## src/hw/rtl/tbam_pkg.sv

```systemverilog
// ----------------------------------------------------------------------------
// tbam_pkg
// Types and constants shared by the touch button activity monitor.
// ----------------------------------------------------------------------------
package tbam_pkg;

  localparam int unsigned CountW = 16;
  localparam int unsigned MaskW  = 3;
  localparam int unsigned AddrW  = 5;
  localparam int unsigned DataW  = 32;

  typedef logic [CountW-1:0] count_t;

  typedef enum logic [1:0] {
    ACT_IDLE      = 2'd0,
    ACT_PRESSED   = 2'd1,
    ACT_RELEASED  = 2'd2,
    ACT_COUNTDOWN = 2'd3
  } act_state_t;

  typedef enum logic [1:0] {
    EVT_NONE    = 2'd0,
    EVT_PRESS   = 2'd1,
    EVT_RELEASE = 2'd2
  } btn_event_t;

  typedef enum logic [1:0] {
    LED_OFF   = 2'd0,
    LED_RED   = 2'd1,
    LED_GREEN = 2'd2,
    LED_BLUE  = 2'd3
  } led_t;

  // register indexes, byte address is 4 * index
  typedef enum logic [2:0] {
    REG_MOISTURE_OFFSET = 3'd0,
    REG_BUTTON1_OFFSET  = 3'd1,
    REG_BUTTON2_OFFSET  = 3'd2,
    REG_BUTTON3_OFFSET  = 3'd3,
    REG_TOUCH_LEVEL     = 3'd4,
    REG_COUNTDOWN_TICKS = 3'd5
  } reg_idx_t;

  localparam count_t RstMoistureOffset = 16'd166;
  localparam count_t RstButton1Offset  = 16'd57;
  localparam count_t RstButton2Offset  = 16'd68;
  localparam count_t RstButton3Offset  = 16'd65;
  localparam count_t RstTouchLevel     = 16'd100;
  localparam count_t RstCountdownTicks = 16'd3000;

  localparam count_t MoistRedLimit   = 16'd500;
  localparam count_t MoistGreenLimit = 16'd1000;

  localparam logic [1:0] PadMoisture = 2'd0;
  localparam logic [1:0] PadButton1  = 2'd1;
  localparam logic [1:0] PadButton3  = 2'd3;

  typedef struct packed {
    count_t moisture_offset;
    count_t button1_offset;
    count_t button2_offset;
    count_t button3_offset;
    count_t touch_level;
    count_t countdown_ticks;
  } cfg_t;

  function automatic led_t moisture_colour(input count_t v);
    if (v < MoistRedLimit) begin
      return LED_RED;
    end else if (v < MoistGreenLimit) begin
      return LED_GREEN;
    end
    return LED_BLUE;
  endfunction

endpackage

```

## src/hw/rtl/tbam_if.sv

```systemverilog
// ----------------------------------------------------------------------------
// tbam_in_if / tbam_out_if
// Valid/ready channels for measurement words and result words.
// ----------------------------------------------------------------------------
interface tbam_in_if;
  logic                          valid;
  logic                          ready;
  logic                          mode;
  logic [1:0]                    pad;
  logic [tbam_pkg::CountW-1:0]   raw_count;

  modport source (output valid, output mode, output pad, output raw_count, input ready);
  modport sink   (input valid, input mode, input pad, input raw_count, output ready);
endinterface

interface tbam_out_if;
  logic                          valid;
  logic                          ready;
  logic [1:0]                    activity_state;
  logic [tbam_pkg::MaskW-1:0]    pressed_mask;
  logic [1:0]                    button_event;
  logic [tbam_pkg::CountW-1:0]   corrected_value;
  logic [1:0]                    led_color;
  logic                          moisture_flash;
  logic                          recalibrate_request;

  modport source (
    output valid, output activity_state, output pressed_mask, output button_event,
    output corrected_value, output led_color, output moisture_flash,
    output recalibrate_request, input ready
  );
  modport sink (
    input valid, input activity_state, input pressed_mask, input button_event,
    input corrected_value, input led_color, input moisture_flash,
    input recalibrate_request, output ready
  );
endinterface

```

## src/hw/rtl/tbam_cfg_regs.sv

```systemverilog
// ----------------------------------------------------------------------------
// tbam_cfg_regs
// APB-style register file holding pad offsets, threshold and countdown length.
// ----------------------------------------------------------------------------
module tbam_cfg_regs (
  input  logic                        clk,
  input  logic                        rst_n,
  input  logic                        psel,
  input  logic                        penable,
  input  logic                        pwrite,
  input  logic [tbam_pkg::AddrW-1:0]  paddr,
  input  logic [tbam_pkg::DataW-1:0]  pwdata,
  output logic [tbam_pkg::DataW-1:0]  prdata,
  output logic                        pready,
  output tbam_pkg::cfg_t              cfg
);
  import tbam_pkg::*;

  cfg_t     cfg_r;
  logic     wr_en;
  reg_idx_t idx;
  count_t   wval;

  assign pready = 1'b1;
  assign wr_en  = psel && penable && pwrite;
  assign idx    = reg_idx_t'(paddr[AddrW-1:2]);
  assign wval   = pwdata[CountW-1:0];
  assign cfg    = cfg_r;

  always_ff @(posedge clk) begin
    if (!rst_n) begin
      cfg_r.moisture_offset <= RstMoistureOffset;
      cfg_r.button1_offset  <= RstButton1Offset;
      cfg_r.button2_offset  <= RstButton2Offset;
      cfg_r.button3_offset  <= RstButton3Offset;
      cfg_r.touch_level     <= RstTouchLevel;
      cfg_r.countdown_ticks <= RstCountdownTicks;
    end else if (wr_en) begin
      case (idx)
        REG_MOISTURE_OFFSET: cfg_r.moisture_offset <= wval;
        REG_BUTTON1_OFFSET:  cfg_r.button1_offset  <= wval;
        REG_BUTTON2_OFFSET:  cfg_r.button2_offset  <= wval;
        REG_BUTTON3_OFFSET:  cfg_r.button3_offset  <= wval;
        REG_TOUCH_LEVEL:     cfg_r.touch_level     <= wval;
        REG_COUNTDOWN_TICKS: cfg_r.countdown_ticks <= wval;
        default: ;
      endcase
    end
  end

  always_comb begin
    prdata = '0;
    case (idx)
      REG_MOISTURE_OFFSET: prdata[CountW-1:0] = cfg_r.moisture_offset;
      REG_BUTTON1_OFFSET:  prdata[CountW-1:0] = cfg_r.button1_offset;
      REG_BUTTON2_OFFSET:  prdata[CountW-1:0] = cfg_r.button2_offset;
      REG_BUTTON3_OFFSET:  prdata[CountW-1:0] = cfg_r.button3_offset;
      REG_TOUCH_LEVEL:     prdata[CountW-1:0] = cfg_r.touch_level;
      REG_COUNTDOWN_TICKS: prdata[CountW-1:0] = cfg_r.countdown_ticks;
      default: prdata = '0;
    endcase
  end

endmodule

```

## src/hw/rtl/touch_button_activity_monitor.sv

```systemverilog
// ----------------------------------------------------------------------------
// touch_button_activity_monitor
// Pad offset correction, touch detection, LED colour and activity machine.
// ----------------------------------------------------------------------------
// Each input word is either a charge-time count for one pad or a millisecond
// tick. A word is captured in an input register, processed against the block
// state and written to a result register, so the block takes one word per
// clock while the output is not stalled. The input side keeps accepting while
// the input register is empty or moves on into the result register in the
// same cycle; a waiting result holds one more word in the input register and
// then stalls the input.
module touch_button_activity_monitor #(
  parameter int NUM_BUTTONS = 3
) (
  input  logic                        clk,
  input  logic                        rst_n,
  tbam_in_if.sink                     in_ch,
  tbam_out_if.source                  out_ch,
  input  logic                        cfg_psel,
  input  logic                        cfg_penable,
  input  logic                        cfg_pwrite,
  input  logic [tbam_pkg::AddrW-1:0]  cfg_paddr,
  input  logic [tbam_pkg::DataW-1:0]  cfg_pwdata,
  output logic [tbam_pkg::DataW-1:0]  cfg_prdata,
  output logic                        cfg_pready
);
  import tbam_pkg::*;

  localparam logic [3:0] NumBtn = 4'(NUM_BUTTONS);

  cfg_t cfg;

  tbam_cfg_regs u_cfg (
    .clk     (clk),
    .rst_n   (rst_n),
    .psel    (cfg_psel),
    .penable (cfg_penable),
    .pwrite  (cfg_pwrite),
    .paddr   (cfg_paddr),
    .pwdata  (cfg_pwdata),
    .prdata  (cfg_prdata),
    .pready  (cfg_pready),
    .cfg     (cfg)
  );

  // input register
  logic       s1_valid_r;
  logic       s1_tick_r;
  logic [1:0] s1_pad_r;
  count_t     s1_raw_r;

  // block state
  act_state_t mode_r, mode_nxt, mode_mid;
  logic [MaskW-1:0] pressed_r, pressed_nxt;
  count_t     moist_r, moist_nxt;
  count_t     left_r, left_nxt;
  logic       run_r, run_nxt;
  logic       exp_r, exp_nxt;
  led_t       led_r, led_nxt, led_mid;

  // result register
  logic             out_valid_r;
  act_state_t       out_state_r;
  logic [MaskW-1:0] out_mask_r;
  btn_event_t       out_event_r;
  count_t           out_corr_r;
  led_t             out_led_r;
  logic             out_flash_r;
  logic             out_recal_r;

  logic       out_free, s1_fire, in_fire;
  logic       is_button, end_scan;
  logic [MaskW-1:0] bit_sel;
  count_t     offset, corrected;
  logic [CountW:0] diff;
  logic       above, below;
  btn_event_t evt;
  led_t       shown;
  logic       flash, recal;

  assign out_free = !out_valid_r || out_ch.ready;
  assign s1_fire  = s1_valid_r && out_free;
  assign in_ch.ready = !s1_valid_r || out_free;
  assign in_fire  = in_ch.valid && in_ch.ready;

  always_comb begin
    case (s1_pad_r)
      2'd0:    offset = cfg.moisture_offset;
      2'd1:    offset = cfg.button1_offset;
      2'd2:    offset = cfg.button2_offset;
      default: offset = cfg.button3_offset;
    endcase
  end

  // borrow out of the subtract means clamp at zero
  assign diff      = {1'b0, s1_raw_r} - {1'b0, offset};
  assign corrected = s1_tick_r ? '0 : (diff[CountW] ? '0 : diff[CountW-1:0]);
  assign is_button = !s1_tick_r && (s1_pad_r != PadMoisture)
                     && ({2'b00, s1_pad_r} <= NumBtn);
  assign end_scan  = !s1_tick_r && (s1_pad_r == PadButton3);
  assign bit_sel   = MaskW'(1) << (s1_pad_r - 2'd1);
  assign above     = corrected > cfg.touch_level;
  assign below     = corrected < cfg.touch_level;

  // button detection, before the end of scan step
  always_comb begin
    mode_mid    = mode_r;
    pressed_nxt = pressed_r;
    led_mid     = led_r;
    evt         = EVT_NONE;
    recal       = 1'b0;
    if (is_button) begin
      if (above) begin
        mode_mid = ACT_PRESSED;
        if ((pressed_r & bit_sel) == '0) begin
          pressed_nxt = pressed_r | bit_sel;
          evt         = EVT_PRESS;
        end
        if (s1_pad_r == PadButton1) begin
          led_mid = moisture_colour(moist_r);
        end
      end else if (below && ((pressed_r & bit_sel) != '0)) begin
        mode_mid    = ACT_RELEASED;
        pressed_nxt = pressed_r & ~bit_sel;
        evt         = EVT_RELEASE;
        if (s1_pad_r == PadButton1) begin
          led_mid = LED_OFF;
        end else if (s1_pad_r == PadButton3) begin
          recal = 1'b1;
        end
      end
    end
  end

  // activity machine and countdown: next state
  always_comb begin
    mode_nxt  = mode_mid;
    led_nxt   = led_mid;
    moist_nxt = moist_r;
    left_nxt  = left_r;
    run_nxt   = run_r;
    exp_nxt   = exp_r;
    if (s1_tick_r) begin
      if (run_r) begin
        if (left_r <= count_t'(1)) begin
          left_nxt = cfg.countdown_ticks;
          exp_nxt  = 1'b1;
        end else begin
          left_nxt = left_r - count_t'(1);
        end
      end
    end else begin
      if (s1_pad_r == PadMoisture) begin
        moist_nxt = corrected;
      end
      if (end_scan) begin
        case (mode_mid)
          ACT_IDLE:     led_nxt = LED_OFF;
          ACT_PRESSED:  run_nxt = 1'b0;
          ACT_RELEASED: begin
            mode_nxt = ACT_COUNTDOWN;
            left_nxt = cfg.countdown_ticks;
            run_nxt  = 1'b1;
            exp_nxt  = 1'b0;
          end
          ACT_COUNTDOWN: begin
            if (exp_r) begin
              run_nxt  = 1'b0;
              exp_nxt  = 1'b0;
              mode_nxt = ACT_IDLE;
            end
          end
          default: ;
        endcase
      end
    end
  end

  // activity machine: outputs
  always_comb begin
    flash = 1'b0;
    shown = led_mid;
    if (end_scan && (mode_mid == ACT_IDLE)) begin
      flash = 1'b1;
      shown = moisture_colour(moist_r);
    end
  end

  always_ff @(posedge clk) begin
    if (!rst_n) begin
      s1_valid_r  <= 1'b0;
      out_valid_r <= 1'b0;
      mode_r      <= ACT_IDLE;
      pressed_r   <= '0;
      moist_r     <= '0;
      left_r      <= '0;
      run_r       <= 1'b0;
      exp_r       <= 1'b0;
      led_r       <= LED_OFF;
    end else begin
      if (in_ch.ready) begin
        s1_valid_r <= in_ch.valid;
      end
      if (out_free) begin
        out_valid_r <= s1_valid_r;
      end
      if (s1_fire) begin
        mode_r    <= mode_nxt;
        pressed_r <= pressed_nxt;
        moist_r   <= moist_nxt;
        left_r    <= left_nxt;
        run_r     <= run_nxt;
        exp_r     <= exp_nxt;
        led_r     <= led_nxt;
      end
    end
  end

  always_ff @(posedge clk) begin
    if (in_fire) begin
      s1_tick_r <= in_ch.mode;
      s1_pad_r  <= in_ch.pad;
      s1_raw_r  <= in_ch.raw_count;
    end
    if (s1_fire) begin
      out_state_r <= mode_nxt;
      out_mask_r  <= pressed_nxt;
      out_event_r <= evt;
      out_corr_r  <= corrected;
      out_led_r   <= shown;
      out_flash_r <= flash;
      out_recal_r <= recal;
    end
  end

  assign out_ch.valid               = out_valid_r;
  assign out_ch.activity_state      = out_state_r;
  assign out_ch.pressed_mask        = out_mask_r;
  assign out_ch.button_event        = out_event_r;
  assign out_ch.corrected_value     = out_corr_r;
  assign out_ch.led_color           = out_led_r;
  assign out_ch.moisture_flash      = out_flash_r;
  assign out_ch.recalibrate_request = out_recal_r;

`ifndef SYNTH
  a_tick_keeps_mask: assert property (@(posedge clk) disable iff (!rst_n)
    (s1_fire && s1_tick_r) |=> (pressed_r == $past(pressed_r)))
    else $error("tick word changed the pressed flags");

  a_recal_after_release: assert property (@(posedge clk) disable iff (!rst_n)
    (out_valid_r && out_recal_r) |-> (!out_mask_r[2] && out_event_r == EVT_RELEASE))
    else $error("recalibration request without a button 3 release");

  a_flash_only_idle: assert property (@(posedge clk) disable iff (!rst_n)
    (out_valid_r && out_flash_r) |-> (out_state_r == ACT_IDLE))
    else $error("moisture flash outside idle");

  a_press_sets_mask: assert property (@(posedge clk) disable iff (!rst_n)
    (out_valid_r && out_event_r == EVT_PRESS) |-> (out_mask_r != '0))
    else $error("press reported with no button held");
`endif

endmodule
```

## src/flat_wrapper.sv

```systemverilog
// flat-port wrapper written by rule: the top's interface ports become plain ports
module touch_button_activity_monitor_flat import tbam_pkg::*;
#(
  parameter int NUM_BUTTONS = 3
)
  (clk, rst_n, cfg_psel, cfg_penable, cfg_pwrite, cfg_paddr, cfg_pwdata, cfg_prdata, cfg_pready, in_ch_valid, in_ch_mode, in_ch_pad, in_ch_raw_count, in_ch_ready, out_ch_valid, out_ch_activity_state, out_ch_pressed_mask, out_ch_button_event, out_ch_corrected_value, out_ch_led_color, out_ch_moisture_flash, out_ch_recalibrate_request, out_ch_ready);
  tbam_in_if in_ch_i ();
  tbam_out_if out_ch_i ();
  input  logic clk;
  input  logic rst_n;
  input  logic cfg_psel;
  input  logic cfg_penable;
  input  logic cfg_pwrite;
  input  logic [tbam_pkg::AddrW-1:0] cfg_paddr;
  input  logic [tbam_pkg::DataW-1:0] cfg_pwdata;
  output logic [tbam_pkg::DataW-1:0] cfg_prdata;
  output logic cfg_pready;
  input wire logic [$bits(in_ch_i.valid)-1:0] in_ch_valid;
  input wire logic [$bits(in_ch_i.mode)-1:0] in_ch_mode;
  input wire logic [$bits(in_ch_i.pad)-1:0] in_ch_pad;
  input wire logic [$bits(in_ch_i.raw_count)-1:0] in_ch_raw_count;
  output wire logic [$bits(in_ch_i.ready)-1:0] in_ch_ready;
  output wire logic [$bits(out_ch_i.valid)-1:0] out_ch_valid;
  output wire logic [$bits(out_ch_i.activity_state)-1:0] out_ch_activity_state;
  output wire logic [$bits(out_ch_i.pressed_mask)-1:0] out_ch_pressed_mask;
  output wire logic [$bits(out_ch_i.button_event)-1:0] out_ch_button_event;
  output wire logic [$bits(out_ch_i.corrected_value)-1:0] out_ch_corrected_value;
  output wire logic [$bits(out_ch_i.led_color)-1:0] out_ch_led_color;
  output wire logic [$bits(out_ch_i.moisture_flash)-1:0] out_ch_moisture_flash;
  output wire logic [$bits(out_ch_i.recalibrate_request)-1:0] out_ch_recalibrate_request;
  input wire logic [$bits(out_ch_i.ready)-1:0] out_ch_ready;
  assign in_ch_i.valid = in_ch_valid;
  assign in_ch_i.mode = in_ch_mode;
  assign in_ch_i.pad = in_ch_pad;
  assign in_ch_i.raw_count = in_ch_raw_count;
  assign in_ch_ready = in_ch_i.ready;
  assign out_ch_valid = out_ch_i.valid;
  assign out_ch_activity_state = out_ch_i.activity_state;
  assign out_ch_pressed_mask = out_ch_i.pressed_mask;
  assign out_ch_button_event = out_ch_i.button_event;
  assign out_ch_corrected_value = out_ch_i.corrected_value;
  assign out_ch_led_color = out_ch_i.led_color;
  assign out_ch_moisture_flash = out_ch_i.moisture_flash;
  assign out_ch_recalibrate_request = out_ch_i.recalibrate_request;
  assign out_ch_i.ready = out_ch_ready;
  touch_button_activity_monitor #(.NUM_BUTTONS(NUM_BUTTONS)) u_core (.clk(clk), .rst_n(rst_n), .in_ch(in_ch_i), .out_ch(out_ch_i), .cfg_psel(cfg_psel), .cfg_penable(cfg_penable), .cfg_pwrite(cfg_pwrite), .cfg_paddr(cfg_paddr), .cfg_pwdata(cfg_pwdata), .cfg_prdata(cfg_prdata), .cfg_pready(cfg_pready));
endmodule
```

## config.mk

```make
export PLATFORM = sky130hd
export DESIGN_NAME = touch_button_activity_monitor_flat
export DESIGN_NICKNAME = d
export VERILOG_FILES = /design/src/hw/rtl/tbam_pkg.sv /design/src/hw/rtl/tbam_if.sv /design/src/hw/rtl/tbam_cfg_regs.sv /design/src/hw/rtl/touch_button_activity_monitor.sv /design/src/flat_wrapper.sv
export SDC_FILE = /design/constraint.sdc
export NUM_CORES = 1
export LEC_CHECK = 0
export BUFFER_PORTS_ARGS = -buffer_cell sky130_fd_sc_hd__buf_2
export CAP_MARGIN = 20
export CELL_PAD_IN_SITES_DETAIL_PLACEMENT = 0
export CELL_PAD_IN_SITES_GLOBAL_PLACEMENT = 2
export CORE_ASPECT_RATIO = 0.9
export CORE_UTILIZATION = 38
export CTS_BUF_LIST = sky130_fd_sc_hd__clkbuf_16
export DETAILED_ROUTE_END_ITERATION = 6
export PLACE_DENSITY = 0.82
export SYNTH_ARGS = -nofsm -noshare
export SYNTH_HDL_FRONTEND = slang
export SYNTH_SLANG_ARGS = --single-unit
```

## constraint.sdc

```tcl
create_clock -name clk -period 11.2 [get_ports clk]
set_clock_uncertainty 0.05 [all_clocks]
set_input_delay 0.56 -clock clk [delete_from_list [all_inputs] [get_ports clk]]
set_output_delay 0.56 -clock clk [all_outputs]
set_load 0.05 [all_outputs]
```

==> impl_metrics.py <==
metrics = {
    "run_status": {
        "status": "complete, no violations",
    },
    "global_route": {
        "grt_pass1_vias": 7396,
        "grt_start_max_net_pins": 91,
        "grt_pass1_wl_um": 44900,
        "antenna_found_initial": 1,
        "overflow": 0,
        "track_usage_pct": 23.6,
    },
    "synthesis": {
        "synth.distinct_cells": 72,
        "synth-main-ff-cell": "dfxtp_1",
        "yosysTopAreaCellShare_pct": 29.2,
        "synthCells": 1084,
        "synthArstFlopShare_pct": 0,
        "synthMostInstantiatedCell": "nand2_1",
        "syn_avg_cell_area_um2": 8.67,
        "synth_area_leaders": "dfxtp_1 29%, edfxtp_1 15%, nand2_1 9.5%, a21oi_1 6.2%, ha_1 4.9%",
        "synth_edf_count": 46,
        "synth_top_area_cell": "dfxtp_1",
        "synthTopCellsByCount": "237 x nand2_1, 137 x dfxtp_1, 116 x a21oi_1, 55 x nor2_1, 50 x a22oi_1",
        "yosys_warnings": 0,
        "netlist_area_um2": 9400,
        "yosysSeqAreaShare_pct": 43.9,
        "synth_seq_cells": 183,
    },
    "timing": {
        "tightestPinTransition_ns": 1.10,
        "rsz0062_at_grt": "no",
        "relSlewSlack_pct": 26.6,
        "fin_crit_sh_pct": 68.0,
        "min_period_ns": 7.62,
        "report.final.slew_viol_count": 0,
        "finalSetupViolCount": 0,
        "hold_violations": 0,
        "timing.fmax_ghz": 0.131,
        "finalSetupTns_ns": 0,
    },
    "placed_design": {
        "gp_congestion": 0.816,
        "placed_cells": 1428,
        "placed_cell_area_um2": 10000,
        "dpl.hpwl_um": 20000,
        "portBuffers": 89,
    },
    "hold_path": {
        "hp-class": "in -> reg",
        "hp-start": "in_ch_raw_count[0]",
    },
    "clock_network": {
        "cts_tree": "done",
        "holdBufCountCts": 0,
        "clkLatencyLatePin_ns": 0.44,
        "htreeDepth": 4,
        "max-clock-path-buffers": 2,
        "postCtsSetupBuffers": 0,
        "cts_root_buf": "clkbuf_16",
        "cts.sink_count": 183,
        "cts_made_buffers": 17,
        "post_cts_resized": 0,
        "path_clk_slew_ns": 0.07,
    },
    "floorplan": {
        "die_area_um2": 25400,
        "die_w_um": 168,
        "die_y_um": 151,
        "start_util_pct": 38.8,
        "core_um2": 24300,
        "rows": 54,
        "ios": 125,
    },
    "routing": {
        "first_iter_violations": 653,
        "viasPerCell": 5.55,
        "ant_nets": 0,
        "wirelength_um": 29200,
        "remaining_drc_errors": 0,
        "drtPass1Iterations": 5,
        "avgRoutedWirePerCell_um": 20.0,
        "num_vias": 8101,
    },
    "power": {
        "vdd_drop_max_uv": 99.1,
        "power-per-cell-area_nw_per_um2": 144,
        "total_power_mw": 1.52,
        "leakagePower_nw": 4.00,
    },
    "setup_path": {
        "slowest_delay_ns": 0.71,
        "startpoint": "u_core.s1_pad_r[0]",
        "rr_startpoint": "u_core.s1_pad_r[0]",
        "crit_path_end_kind": "register",
        "worstPathCellList": "buf_4 > mux4_2 > inv_1 > ha_1 > a21o_1 > a221oi_2 > a211oi_1 > o21ai_0 > and2_1 > nor3_1 > ha_1 > and4_1 > nand2_1 > a211o_1 > a311oi_2 > a21oi_1 > or2_2 > ha_1 > nand2_1 > a21o_1 > nor4b_1 > a31oi_1 > a21oi_1",
        "cp.required_ns": 11.42,
        "r2r_slack_ns": 3.58,
        "critPathMaxFanout": 23,
        "worstPathArrival_ns": 7.83,
        "critPathSlowestCell": "and2_1",
        "start_kind": "register",
        "crit_type": "reg -> reg",
        "cpMostUsedCell": "ha_1",
    },
    "finish": {
        "drive_above_1_share_pct": 14.5,
        "finalInstanceArea_um2": 10600,
        "finalNetCount": 1240,
        "area_growth_pct": 12.6,
        "final_cells": 1459,
        "antenna_cells": 0,
    },
    "run": {
        "max_cap_violations": 0,
    },
}
[where the power goes]
group	internal [mW]	switching [mW]
Sequential	0.694	0.00739
Combinational	0.0600	0.153
Clock	0.330	0.276
Total	1.08	0.436
[state kept, by name, indices dropped and copies added, names as in the netlist, 2 cells and up]
| register | flops |
|---|---|
| u_core.out_ch.corrected_value | 16 |
| u_core.out_ch.button_event | 2 |
| u_core.out_ch.pressed_mask | 3 |
| u_core.led_r | 2 |
| u_core.out_ch.led_color | 2 |
| u_core.s1_pad_r | 2 |
| u_core.pressed_r | 3 |
| u_core.mode_r | 2 |
| u_core.u_cfg.cfg | 96 |
| u_core.moist_r | 14 |
| u_core.s1_raw_r | 16 |
| u_core.out_ch.activity_state | 2 |
| u_core.left_r | 16 |
[per-layer routing]
metal	routed length, um	GRT usage [%]	part of all wire [%]	up-vias
met2	13300	36.3	45	267
met4	472	6.65	1.6	0
met3	1730	3.74	5.9	29
met5	0	0	0	-
met1	13700	34.0	47	3855
li1	-	-	-	3950
[layout make-up]
| cell class | instances | area (um^2) |
|---|---|---|
| Multi-Input combinational cell | 797 | 4830 |
| Clock buffer | 17 | 425 |
| Timing Repair Buffer | 98 | 513 |
| Tap cell | 308 | 385 |
| Sequential cell | 183 | 4120 |
| Fill cell | 2407 | 13700 |
| Inverter | 42 | 158 |
| Clock inverter | 14 | 148 |
[worst max-delay path: cells and delay by family, from the launching register on]
| family | cells | cell delay (ns) |
|---|---|---|
| muxes | 1 | 0.63 |
| DFF | 1 | 0.33 |
| adders and majority gates | 3 | 0.92 |
| and+or+nand+nor | 7 | 1.86 |
| buffers and inverters | 2 | 0.53 |
| AOI/OAI and AO/OA | 10 | 3.08 |
[layout by cell type (no fill, tap or decap), types with 9 or more instances in the layout]
| master | count |
|---|---|
| nand2_1 | 237 |
| dfxtp_1 | 137 |
| a21oi_1 | 116 |
| buf_2 | 89 |
| nor2_1 | 55 |
| a22oi_1 | 50 |
| nand3_1 | 49 |
| edfxtp_1 | 46 |
| inv_1 | 41 |
| ha_1 | 37 |
| o21ai_0 | 30 |
| conb_1 | 17 |
| clkbuf_16 | 17 |
| mux4_2 | 16 |
| and2_1 | 12 |
| nor3_1 | 12 |
| nor2b_1 | 11 |
| a31oi_1 | 11 |
| o31ai_1 | 10 |
| a21o_1 | 9 |
| buf_4 | 9 |
[path summary, 6_finish.rpt]
check | endpoint | cells after the start
hold reg to reg | u_core.moist_r[2] | 2
setup reg to reg | u_core.left_r[12] | 23
setup / recovery | u_core.left_r[12] | 23
hold / removal | u_core.s1_raw_r[0] | 1
[logic make-up (layout without fill, tap and decap cells)]
group	after synthesis	count (layout)	share of synthesized area (%)
other cells	2	17	0.0799
mux	23	23	4.71
xor+xnor	11	11	1.02
compound gates	282	282	19.2
simple gates	426	426	20.2
flops	183	183	43.9
fa+ha+maj	38	38	5.14
buf+inv	119	171	5.74
[metrics by stage]
stage / util [%] / hold WS (ns) / worst slack (ns)
2_1_floorplan: - / 0.361 / 4.90
3_3_place_gp: 41.3 / 0.379 / 3.65
3_5_place_dp: 41.3 / 0.383 / 3.59
4_1_cts: 43.6 / 0.228 / 3.57
5_1_grt: 43.6 / 0.230 / 3.01
6_report: 43.6 / 0.246 / 3.58
No activity file was read; power rests on OpenSTA's default activity.
